<file path="src/hdl/cba_pkg.sv">
// shared types and constants for the contiguous block allocator
// no dependencies; imported by every module of the block
package cba_pkg;

  localparam int NUM_BLOCKS = 16;
  localparam int IDX_W      = $clog2(NUM_BLOCKS);
  localparam int LEN_W      = $clog2(NUM_BLOCKS + 1);
  localparam int REQ_W      = 1;
  localparam int CNT_IN_W   = 5;
  localparam int BIDX_W     = 4;
  localparam int RC_W       = 2;
  localparam int START_W    = 4;
  localparam int CMP_W      = (LEN_W > CNT_IN_W) ? LEN_W : CNT_IN_W;

  typedef enum logic [2:0] {
    TAG_FREE   = 3'd0,
    TAG_SINGLE = 3'd1,
    TAG_FIRST  = 3'd2,
    TAG_MIDDLE = 3'd3,
    TAG_LAST   = 3'd4
  } tag_t;

  localparam logic [RC_W-1:0] RC_OK      = 2'd0;
  localparam logic [RC_W-1:0] RC_NOSPACE = 2'd1;
  localparam logic [RC_W-1:0] RC_BADFREE = 2'd2;

  localparam logic [REQ_W-1:0] REQ_ALLOC = 1'b0;

  // write port of the tag store
  typedef struct packed {
    logic             en;
    logic [IDX_W-1:0] addr;
    tag_t             data;
  } tag_wr_t;

  // command to the run counter
  typedef struct packed {
    logic clr;
    logic step;
  } run_cmd_t;

  // status from the run counter
  typedef struct packed {
    logic len_zero;
    logic hit;
  } run_sts_t;

endpackage

</file>
<file path="src/hdl/contiguous_block_allocator_top.sv">
// first-fit contiguous block allocator, one beat in, one beat out per request
// steps to out_valid: allocate scans the tags for the first long enough free run (or to the
//   heap end), then tags that run block by block; a zero or oversize count goes straight to the
//   result; free checks the head tag, then clears the run block by block (a bad index goes straight on)
// throughput: one request at a time, in_ready rises with out_valid; a stalled result holds it
// reset: synchronous active-low rst_n marks every block free and empties the output
module contiguous_block_allocator_top
  import cba_pkg::*;
(
  input  logic                clk,
  input  logic                rst_n,
  input  logic                in_valid,
  output logic                in_ready,
  input  logic [REQ_W-1:0]    in_req_type,
  input  logic [CNT_IN_W-1:0] in_alloc_count,
  input  logic [BIDX_W-1:0]   in_block_index,
  output logic                out_valid,
  input  logic                out_ready,
  output logic [RC_W-1:0]     out_result_code,
  output logic [START_W-1:0]  out_start_index
);

  typedef enum logic [2:0] {
    S_IDLE,
    S_SCAN,
    S_WRITE,
    S_FREE_HEAD,
    S_FREE_WALK,
    S_DONE
  } state_t;

  localparam logic [IDX_W-1:0] LAST_IDX = IDX_W'(NUM_BLOCKS - 1);

  state_t             state_r, state_nxt;
  logic [IDX_W-1:0]   ptr_r, ptr_nxt;
  logic [IDX_W-1:0]   start_r, start_nxt;
  logic [LEN_W-1:0]   count_r, count_nxt;
  logic [RC_W-1:0]    rc_r, rc_nxt;
  logic               out_valid_r, out_valid_nxt;
  logic [RC_W-1:0]    out_rc_r, out_rc_nxt;
  logic [START_W-1:0] out_start_r, out_start_nxt;

  logic [CMP_W-1:0] cnt_ext;
  logic [CMP_W-1:0] bidx_ext;
  tag_t             rd_tag;
  tag_wr_t          wr;
  run_cmd_t         run_cmd;
  run_sts_t         run_sts;
  logic             in_beat;
  logic             out_free;

  cba_tag_store u_store (
    .clk     (clk),
    .rst_n   (rst_n),
    .wr      (wr),
    .rd_addr (ptr_r),
    .rd_data (rd_tag)
  );

  cba_run_unit u_run (
    .clk   (clk),
    .rst_n (rst_n),
    .cmd   (run_cmd),
    .count (count_r),
    .sts   (run_sts)
  );

  assign in_ready        = (state_r == S_IDLE);
  assign in_beat         = in_valid & in_ready;
  assign out_free        = !out_valid_r || out_ready;
  assign out_valid       = out_valid_r;
  assign out_result_code = out_rc_r;
  assign out_start_index = out_start_r;
  assign cnt_ext         = CMP_W'(in_alloc_count);
  assign bidx_ext        = CMP_W'(in_block_index);

  // sequencer: scan, tag, free walk
  always_comb begin
    state_nxt     = state_r;
    ptr_nxt       = ptr_r;
    start_nxt     = start_r;
    count_nxt     = count_r;
    rc_nxt        = rc_r;
    out_valid_nxt = out_valid_r;
    out_rc_nxt    = out_rc_r;
    out_start_nxt = out_start_r;
    wr            = '{en: 1'b0, addr: ptr_r, data: TAG_FREE};
    run_cmd       = '{clr: 1'b0, step: 1'b0};

    if (out_valid_r && out_ready) begin
      out_valid_nxt = 1'b0;
    end

    case (state_r)
      S_IDLE: begin
        if (in_beat) begin
          run_cmd.clr = 1'b1;
          start_nxt   = '0;
          count_nxt   = cnt_ext[LEN_W-1:0];
          if (in_req_type == REQ_ALLOC) begin
            ptr_nxt = '0;
            if (cnt_ext == '0 || cnt_ext > CMP_W'(NUM_BLOCKS)) begin
              rc_nxt    = RC_NOSPACE;
              state_nxt = S_DONE;
            end else begin
              state_nxt = S_SCAN;
            end
          end else begin
            ptr_nxt = in_block_index[IDX_W-1:0];
            if (bidx_ext >= CMP_W'(NUM_BLOCKS)) begin
              rc_nxt    = RC_BADFREE;
              state_nxt = S_DONE;
            end else begin
              rc_nxt    = RC_OK;
              state_nxt = S_FREE_HEAD;
            end
          end
        end
      end

      // look for the first long enough free run
      S_SCAN: begin
        if (rd_tag == TAG_FREE) begin
          if (run_sts.len_zero) begin
            start_nxt = ptr_r;
          end
          if (run_sts.hit) begin
            run_cmd.clr = 1'b1;
            ptr_nxt     = run_sts.len_zero ? ptr_r : start_r;
            start_nxt   = run_sts.len_zero ? ptr_r : start_r;
            state_nxt   = S_WRITE;
          end else begin
            run_cmd.step = 1'b1;
            if (ptr_r == LAST_IDX) begin
              rc_nxt    = RC_NOSPACE;
              start_nxt = '0;
              state_nxt = S_DONE;
            end else begin
              ptr_nxt = ptr_r + IDX_W'(1);
            end
          end
        end else begin
          run_cmd.clr = 1'b1;
          if (ptr_r == LAST_IDX) begin
            rc_nxt    = RC_NOSPACE;
            start_nxt = '0;
            state_nxt = S_DONE;
          end else begin
            ptr_nxt = ptr_r + IDX_W'(1);
          end
        end
      end

      // tag the run one block a cycle
      S_WRITE: begin
        wr.en = 1'b1;
        if (count_r == LEN_W'(1)) begin
          wr.data = TAG_SINGLE;
        end else if (run_sts.len_zero) begin
          wr.data = TAG_FIRST;
        end else if (run_sts.hit) begin
          wr.data = TAG_LAST;
        end else begin
          wr.data = TAG_MIDDLE;
        end
        if (run_sts.hit) begin
          rc_nxt    = RC_OK;
          state_nxt = S_DONE;
        end else begin
          run_cmd.step = 1'b1;
          ptr_nxt      = ptr_r + IDX_W'(1);
        end
      end

      // check the head of the run to free
      S_FREE_HEAD: begin
        if (rd_tag == TAG_SINGLE) begin
          wr.en     = 1'b1;
          state_nxt = S_DONE;
        end else if (rd_tag == TAG_FIRST) begin
          wr.en = 1'b1;
          if (ptr_r == LAST_IDX) begin
            state_nxt = S_DONE;
          end else begin
            ptr_nxt   = ptr_r + IDX_W'(1);
            state_nxt = S_FREE_WALK;
          end
        end else begin
          rc_nxt    = RC_BADFREE;
          state_nxt = S_DONE;
        end
      end

      // clear middle blocks up to and including the last one; any other tag or the heap end stops the walk
      S_FREE_WALK: begin
        if (rd_tag == TAG_MIDDLE) begin
          wr.en = 1'b1;
          if (ptr_r == LAST_IDX) begin
            state_nxt = S_DONE;
          end else begin
            ptr_nxt = ptr_r + IDX_W'(1);
          end
        end else if (rd_tag == TAG_LAST) begin
          wr.en     = 1'b1;
          state_nxt = S_DONE;
        end else begin
          state_nxt = S_DONE;
        end
      end

      // hand the result to the output register once it is free
      S_DONE: begin
        if (out_free) begin
          out_valid_nxt = 1'b1;
          out_rc_nxt    = rc_r;
          out_start_nxt = (rc_r == RC_OK) ? START_W'(start_r) : '0;
          state_nxt     = S_IDLE;
        end
      end

      default: begin
        state_nxt = S_IDLE;
      end
    endcase
  end

  // state and registered outputs
  always_ff @(posedge clk) begin
    if (!rst_n) begin
      state_r     <= S_IDLE;
      out_valid_r <= 1'b0;
    end else begin
      state_r     <= state_nxt;
      out_valid_r <= out_valid_nxt;
    end
    ptr_r       <= ptr_nxt;
    start_r     <= start_nxt;
    count_r     <= count_nxt;
    rc_r        <= rc_nxt;
    out_rc_r    <= out_rc_nxt;
    out_start_r <= out_start_nxt;
  end

endmodule

</file>
<file path="src/hdl/cba_tag_store.sv">
// tag store: one tag per heap block, one read and one write port
// depends on cba_pkg
module cba_tag_store
  import cba_pkg::*;
(
  input  logic             clk,
  input  logic             rst_n,
  input  tag_wr_t          wr,
  input  logic [IDX_W-1:0] rd_addr,
  output tag_t             rd_data
);

  tag_t tags_r [NUM_BLOCKS];

  // all blocks free after reset
  always_ff @(posedge clk) begin
    if (!rst_n) begin
      for (int i = 0; i < NUM_BLOCKS; i++) begin
        tags_r[i] <= TAG_FREE;
      end
    end else if (wr.en) begin
      tags_r[wr.addr] <= wr.data;
    end
  end

  assign rd_data = tags_r[rd_addr];

endmodule

</file>
<file path="src/hdl/cba_run_unit.sv">
// shared run counter: counts free blocks while scanning, written blocks while tagging
// depends on cba_pkg
module cba_run_unit
  import cba_pkg::*;
(
  input  logic             clk,
  input  logic             rst_n,
  input  run_cmd_t         cmd,
  input  logic [LEN_W-1:0] count,
  output run_sts_t         sts
);

  logic [LEN_W-1:0] len_r;
  logic [LEN_W-1:0] len_p1;

  // one increment and one compare against the requested count
  assign len_p1       = len_r + LEN_W'(1);
  assign sts.hit      = (len_p1 >= count);
  assign sts.len_zero = (len_r == '0);

  always_ff @(posedge clk) begin
    if (!rst_n) begin
      len_r <= '0;
    end else if (cmd.clr) begin
      len_r <= '0;
    end else if (cmd.step) begin
      len_r <= len_p1;
    end
  end

endmodule

</file>
<file path="config.mk">
export PLATFORM = sky130hd
export DESIGN_NAME = contiguous_block_allocator_top
export DESIGN_NICKNAME = d
export VERILOG_FILES = /design/src/hdl/cba_pkg.sv /design/src/hdl/contiguous_block_allocator_top.sv /design/src/hdl/cba_tag_store.sv /design/src/hdl/cba_run_unit.sv
export SDC_FILE = /design/constraint.sdc
export NUM_CORES = 1
export LEC_CHECK = 0
export ABC_AREA = 1
export BUFFER_PORTS_ARGS = -buffer_cell sky130_fd_sc_hd__buf_2
export CAP_MARGIN = 5
export CORE_MARGIN = 2
export CORE_UTILIZATION = 35
export CTS_BUF_LIST = sky130_fd_sc_hd__clkbuf_4 sky130_fd_sc_hd__clkbuf_8 sky130_fd_sc_hd__clkbuf_16
export DETAILED_ROUTE_END_ITERATION = 7
export HOLD_SLACK_MARGIN = 0.08
export PLACE_DENSITY_LB_ADDON = 0.12
export SYNTH_ARGS = -nofsm -noshare
export SYNTH_HDL_FRONTEND = slang
export SYNTH_HIERARCHICAL = 1
export SYNTH_SLANG_ARGS = --single-unit
</file>
<file path="constraint.sdc">
create_clock -name clk -period 3.7 [get_ports clk]
set_clock_uncertainty 0.15 [all_clocks]
set_input_delay 0.74 -clock clk [delete_from_list [all_inputs] [get_ports clk]]
set_output_delay 0.74 -clock clk [all_outputs]
set_load 0.005 [all_outputs]
</file>
Yosys cells after proc, flatten, opt, wreduce, memory -nomap -nowiden
Memory sizes are Yosys's and may differ from the RTL's. A register that Yosys moved wholly into a read port is not among the register bits.
Cells that the tools add are included.
W data, S select, Z words.
{"block": "word_totals", "reg_bits": 30, "latchBits": 0, "ramBits": 48, "rom_bits": 0, "input_bits": 14, "out_inout_bits": 8, "elab_cells": 128, "mem_count": 1}
{"block": "classes", "addsub": 2, "mul": 0, "div": 0, "magnitude_cmp": 3, "n_eq_ne": 22, "n_shift": 0, "mux": 69, "n_bitwise": 2, "reduce_logical": 20}
{"name": "u_store.tags_r", "depth": 16, "word_bits": 3, "read_ports": 1, "rd_clocked_by_memory_dff": 1, "wr": 16, "line_no": "cba_tag_store.sv:13", "rtl": "tag_t tags_r [NUM_BLOCKS];"}
{"op": "$mux W4", "count": 17}
{"op": "$mux W3", "count": 17}
{"op": "$mux W2", "count": 10}
{"op": "$pmux W4 S5", "count": 1}
{"op": "$mux W1", "count": 18}
{"op": "$pmux W3 S6", "count": 1}
{"op": "$ne A2 B2 Y1 const B", "count": 7}
{"op": "$eq A3 B2 Y1 const B", "count": 4}
{"op": "$logic_not A5 Y1", "count": 2}
{"op": "$eq A3 B3 Y1 const B", "count": 3}
{"op": "$pmux W2 S4", "count": 1}
{"op": "$pmux W4 S2", "count": 1}
{"op": "$reduce_and A7 Y1", "count": 1}
{"op": "$eq A3 B1 Y1 const B", "count": 2}
{"op": "$logic_not A3 Y1", "count": 2}
{"op": "$ne A3 B3 Y1 const B", "count": 2}
{"op": "$reduce_and A3 Y1", "count": 2}
{"op": "$reduce_and A6 Y1", "count": 1}
{"op": "$add A5 B1 Y5 const B", "count": 1}
{"op": "$eq A5 B1 Y1 const B", "count": 1}
{"op": "$ge A4 B5 Y1 const B", "count": 1}
{"op": "$ge A5 B5 Y1", "count": 1}
{"op": "$gt A5 B5 Y1 const B", "count": 1}
{"op": "$reduce_bool A5 Y1", "count": 1}
{"op": "17 further kinds", "count": 20}

Depth between registers and ports, before layout
{"block": "depth", "depth_word": 9, "mapped_depth": 18, "ltp_nobuf": 17}

Hierarchy
The synthesis kept the hierarchy.
{"module": "cba_tag_store", "instances": 1, "cells_per_inst": 297, "area_each_um2": 2521.2, "seq_area_each_um2": 1441.4}
{"module": "contiguous_block_allocator_top", "instances": 1, "cells_per_inst": 190, "area_each_um2": 1477.7, "seq_area_each_um2": 710.7}
{"module": "cba_run_unit", "instances": 1, "cells_per_inst": 59, "area_each_um2": 429.2, "seq_area_each_um2": 100.1}

Worst setup path after synthesis
OpenSTA, ideal clock, no wires.
{"block": "synth_timing", "path_kind": "reg-to-reg", "from": "reg ptr_r[0]", "to": "mem u_store/tags_r[0][0] (netlist name) (enable)", "setup_ps": 303, "t_arrival_ps": 2383, "required_time_ps": 3247, "slack_ps": 865, "path_stages_with_launch": 17, "path_buffers": 2, "period_less_slack_ps": 2835, "path_cell_list": "edfxtp_1 -> buf_6 -> inv_4 -> buf_6 -> nand2_1 -> nand3_1 -> nand3_1 -> nand3_1 -> nand2_1 -> inv_1 -> nand3_1 -> or2_2 -> o2111ai_1 -> nand2_4 -> nor3_4 -> nand2_2 -> nand2_1"}
{"element": "from (decl)", "line_no": "contiguous_block_allocator_top.sv:35", "rtl": "logic [IDX_W-1:0] ptr_r, ptr_nxt;"}
{"element": "from (signal assigned)", "line_no": "contiguous_block_allocator_top.sv:236", "rtl": "ptr_r <= ptr_nxt;"}
{"element": "to (decl)", "line_no": "cba_tag_store.sv:13"}

==> impl_metrics.toml <==
[cells_and_area]
area_growth_pct = 13.0
drive_gt1_share_pct = 13.9
diodes = 0
fillCellCount = 1309
seq_area_mm2 = 0.00225
fin_nets = 594
multi_input_area_mm2 = 0.00173

[sta]
setup-violations-final = 0
rsz0062_at_grt = "no"
layout_min_cycle_time_ps = 3170
slew-limit-headroom_pct = 40.1
fin_ws_ps = 533
final_max_slew_viol_count = 0
tightest_slew_ps = 889
hold_viol = 0
finalSetupTns_ps = 0
fin_crit_sh_pct = 85.6
fmax_mhz = 316

[logic_synthesis]
synth.distinct_cells = 37
synthesis.area_mm2 = 0.00443
synth_top_cell_by_area = "edfxtp_1"
ys_seq_area_share_pct = 50.9
async_reset_ff_share_pct = 0
synth.most_common_cell = "nand2_1"
syn_area_per_cell_um2 = 8.11
syn_inst = 546
yosys_warnings = 6
ys.flop_type = "edfxtp_1"
synth_common_cells = "nand2_1, inv_1, nor2_1, edfxtp_1, nand3_1"
synth.ff_latch_count = 78
synth_area_leaders = "edfxtp_1, nand2_1, inv_1"
synth_edf_count = 69
syn-num-nets = 568
synth_top_area_share_pct = 46.8

[grt]
grt_overflow_total = 0
grt.total_usage_pct = 17.7
antenna_found_initial = 0
grt_max_degree = 25
grt_pass1_wl_mm = 17.8
first_global_vias = 3547

[routing]
wl_met2_mm = 5.31
maxUsedRoutingLayer = "met4"
routedWlPerCell_um = 14.4
drc = 0
viasPerCell = 4.79
firstDrtPassIters = 5
ant_nets = 0
wl_met3_um = 559
drt-met1-wl_mm = 4.65
drtIter0Drc = 199
dr_total_vias = 3586
routed_wl_mm = 10.8

[clocking]
numCtsBuffers = 9
htreeDepth = 3
cts_tree = "yes"
clockBufferDepth = 2
clk_latency_ps = 340
clockRootBuffer = "clkbuf_16"
cts.sinks = 78
path_clk_slew_ps = 60
ctsResizeCount = 0
cts_setup_buffers = 0
postCtsHoldBufs = 0

[floorplanning]
dieArea_mm2 = 0.0136
dieWidth_um = 116
fp-row-count = 41
start_util_pct = 35.5
fp.coreArea_mm2 = 0.0125
die_h_um = 116
ioPinCount = 22

[placed_design]
gp_congestion = 0.908
port_buffers = 21
hpwl_mm = 7.92
pre_cts_slack_ps = 552

[pwr]
ir_worst_vdd_uv = 310
power.density_mw_per_mm2 = 772
power_mw = 3.86
power_leakage_nw = 2.17

[setup_path]
crit_type = "reg2reg"
cp-end-kind = "flop"
cp-start-kind = "flop"
worst_ep_required_time_ps = 3600
crit_fanout = 18
reg2reg_setup_slack_ps = 530
cp.arrival_ps = 3060

[status]
status = "finished clean"

[job]
max_cap_viol_count = 0

[hold_path]
min_path_type = "reg2reg"
==> registers in the layout, indices dropped and copies added, names as in the netlist <==
name	count
count_r	5
out_result_code	2
out_start_index	4
out_valid	1
ptr_r	4
rc_r	2
start_r	4
state_r	3
u_run/len_r	5
u_store/tags_r	48
==> area by class of cell <==
cell class              count  share of cell area (%)
flip-flops and latches     78                    45.0
multi-input cells         362                    34.5
inverters                  92                    6.95
clock buffers              11                    4.93
well taps                 172                    4.30
repair buffers             29                    3.30
clock inverters             5                   0.975
==> cells in the final DEF, fill, tap and decap left out, drive strengths merged <==
cell and instances:
a21boi 1, a21oi 14, a22oi 1, a41oi 1
buf 29, bufinv 1, clkbuf 11, clkinv 4
dfxtp 9, edfxtp 69, ha 8, inv 92
nand2 148, nand3 59, nand3b 1, nand4 3
nor2 89, nor3 6, o2111ai 2, o211ai 1
o21a 1, o21ai 17, o21bai 1, o22ai 2
or2 4, xnor2 2, xor2 1
==> layer usage <==
metal / global-route usage [%] / vias to the layer above
met4: 7.54 / 0
met3: 4.51 / 23
li1: - / 1799
met2: 29.8 / 85
met1: 21.6 / 1679
met5: 0 / -
==> critical path: stages (launching register included) <==
cell,delay (ps)
edfxtp_1,420
buf_4,250
nand2_1,90
nand3_1,90
nand3_1,80
nand3_1,110
nand2_1,120
inv_1,150
nand3_1,180
or2_2,350
o2111ai_1,170
nand2_4,130
nor3_4,300
nand2_2,130
nand2_1,150
==> final timing paths <==
path                       from  depth (start not counted)                            endpoint
max          ptr_r[0]$_DFFE_PP_                         14  u_store/tags_r[3][0]$_SDFFCE_PN0P_
min           rc_r[0]$_DFFE_PP_                          0        out_result_code[0]$_DFFE_PP_
max reg2reg  ptr_r[0]$_DFFE_PP_                         14  u_store/tags_r[3][0]$_SDFFCE_PN0P_
min reg2reg   rc_r[0]$_DFFE_PP_                          0        out_result_code[0]$_DFFE_PP_
==> stage by stage <==
step / area (um2) / instances / utilization, % / hold slack [ps]
floorplan: 4430 / 546 / - / 267
global placement: 4710 / 733 / 37.8 / 272
detailed placement: 4710 / 733 / 37.8 / 273
CTS: 5000 / 749 / 40.1 / 286
global route: 5000 / 749 / 40.1 / 310
finish: 5000 / 749 / 40.1 / 284
==> kinds of logic after synthesis <==
logic type               synth area share [%]
AO/OA/AOI/OAI                            5.31
AND/OR/NAND/NOR                          30.9
adder cells (fa/ha/maj)                  2.26
XOR/XNOR                                0.593
flip-flops                               50.9
buffers and inverters                    10.1
==> power breakdown <==
part,internal (mW),switching [mW]
clock network,0.542,0.340
registers,1.15,0.127
logic,0.506,1.20
No activity file was read; power rests on OpenSTA's default activity.
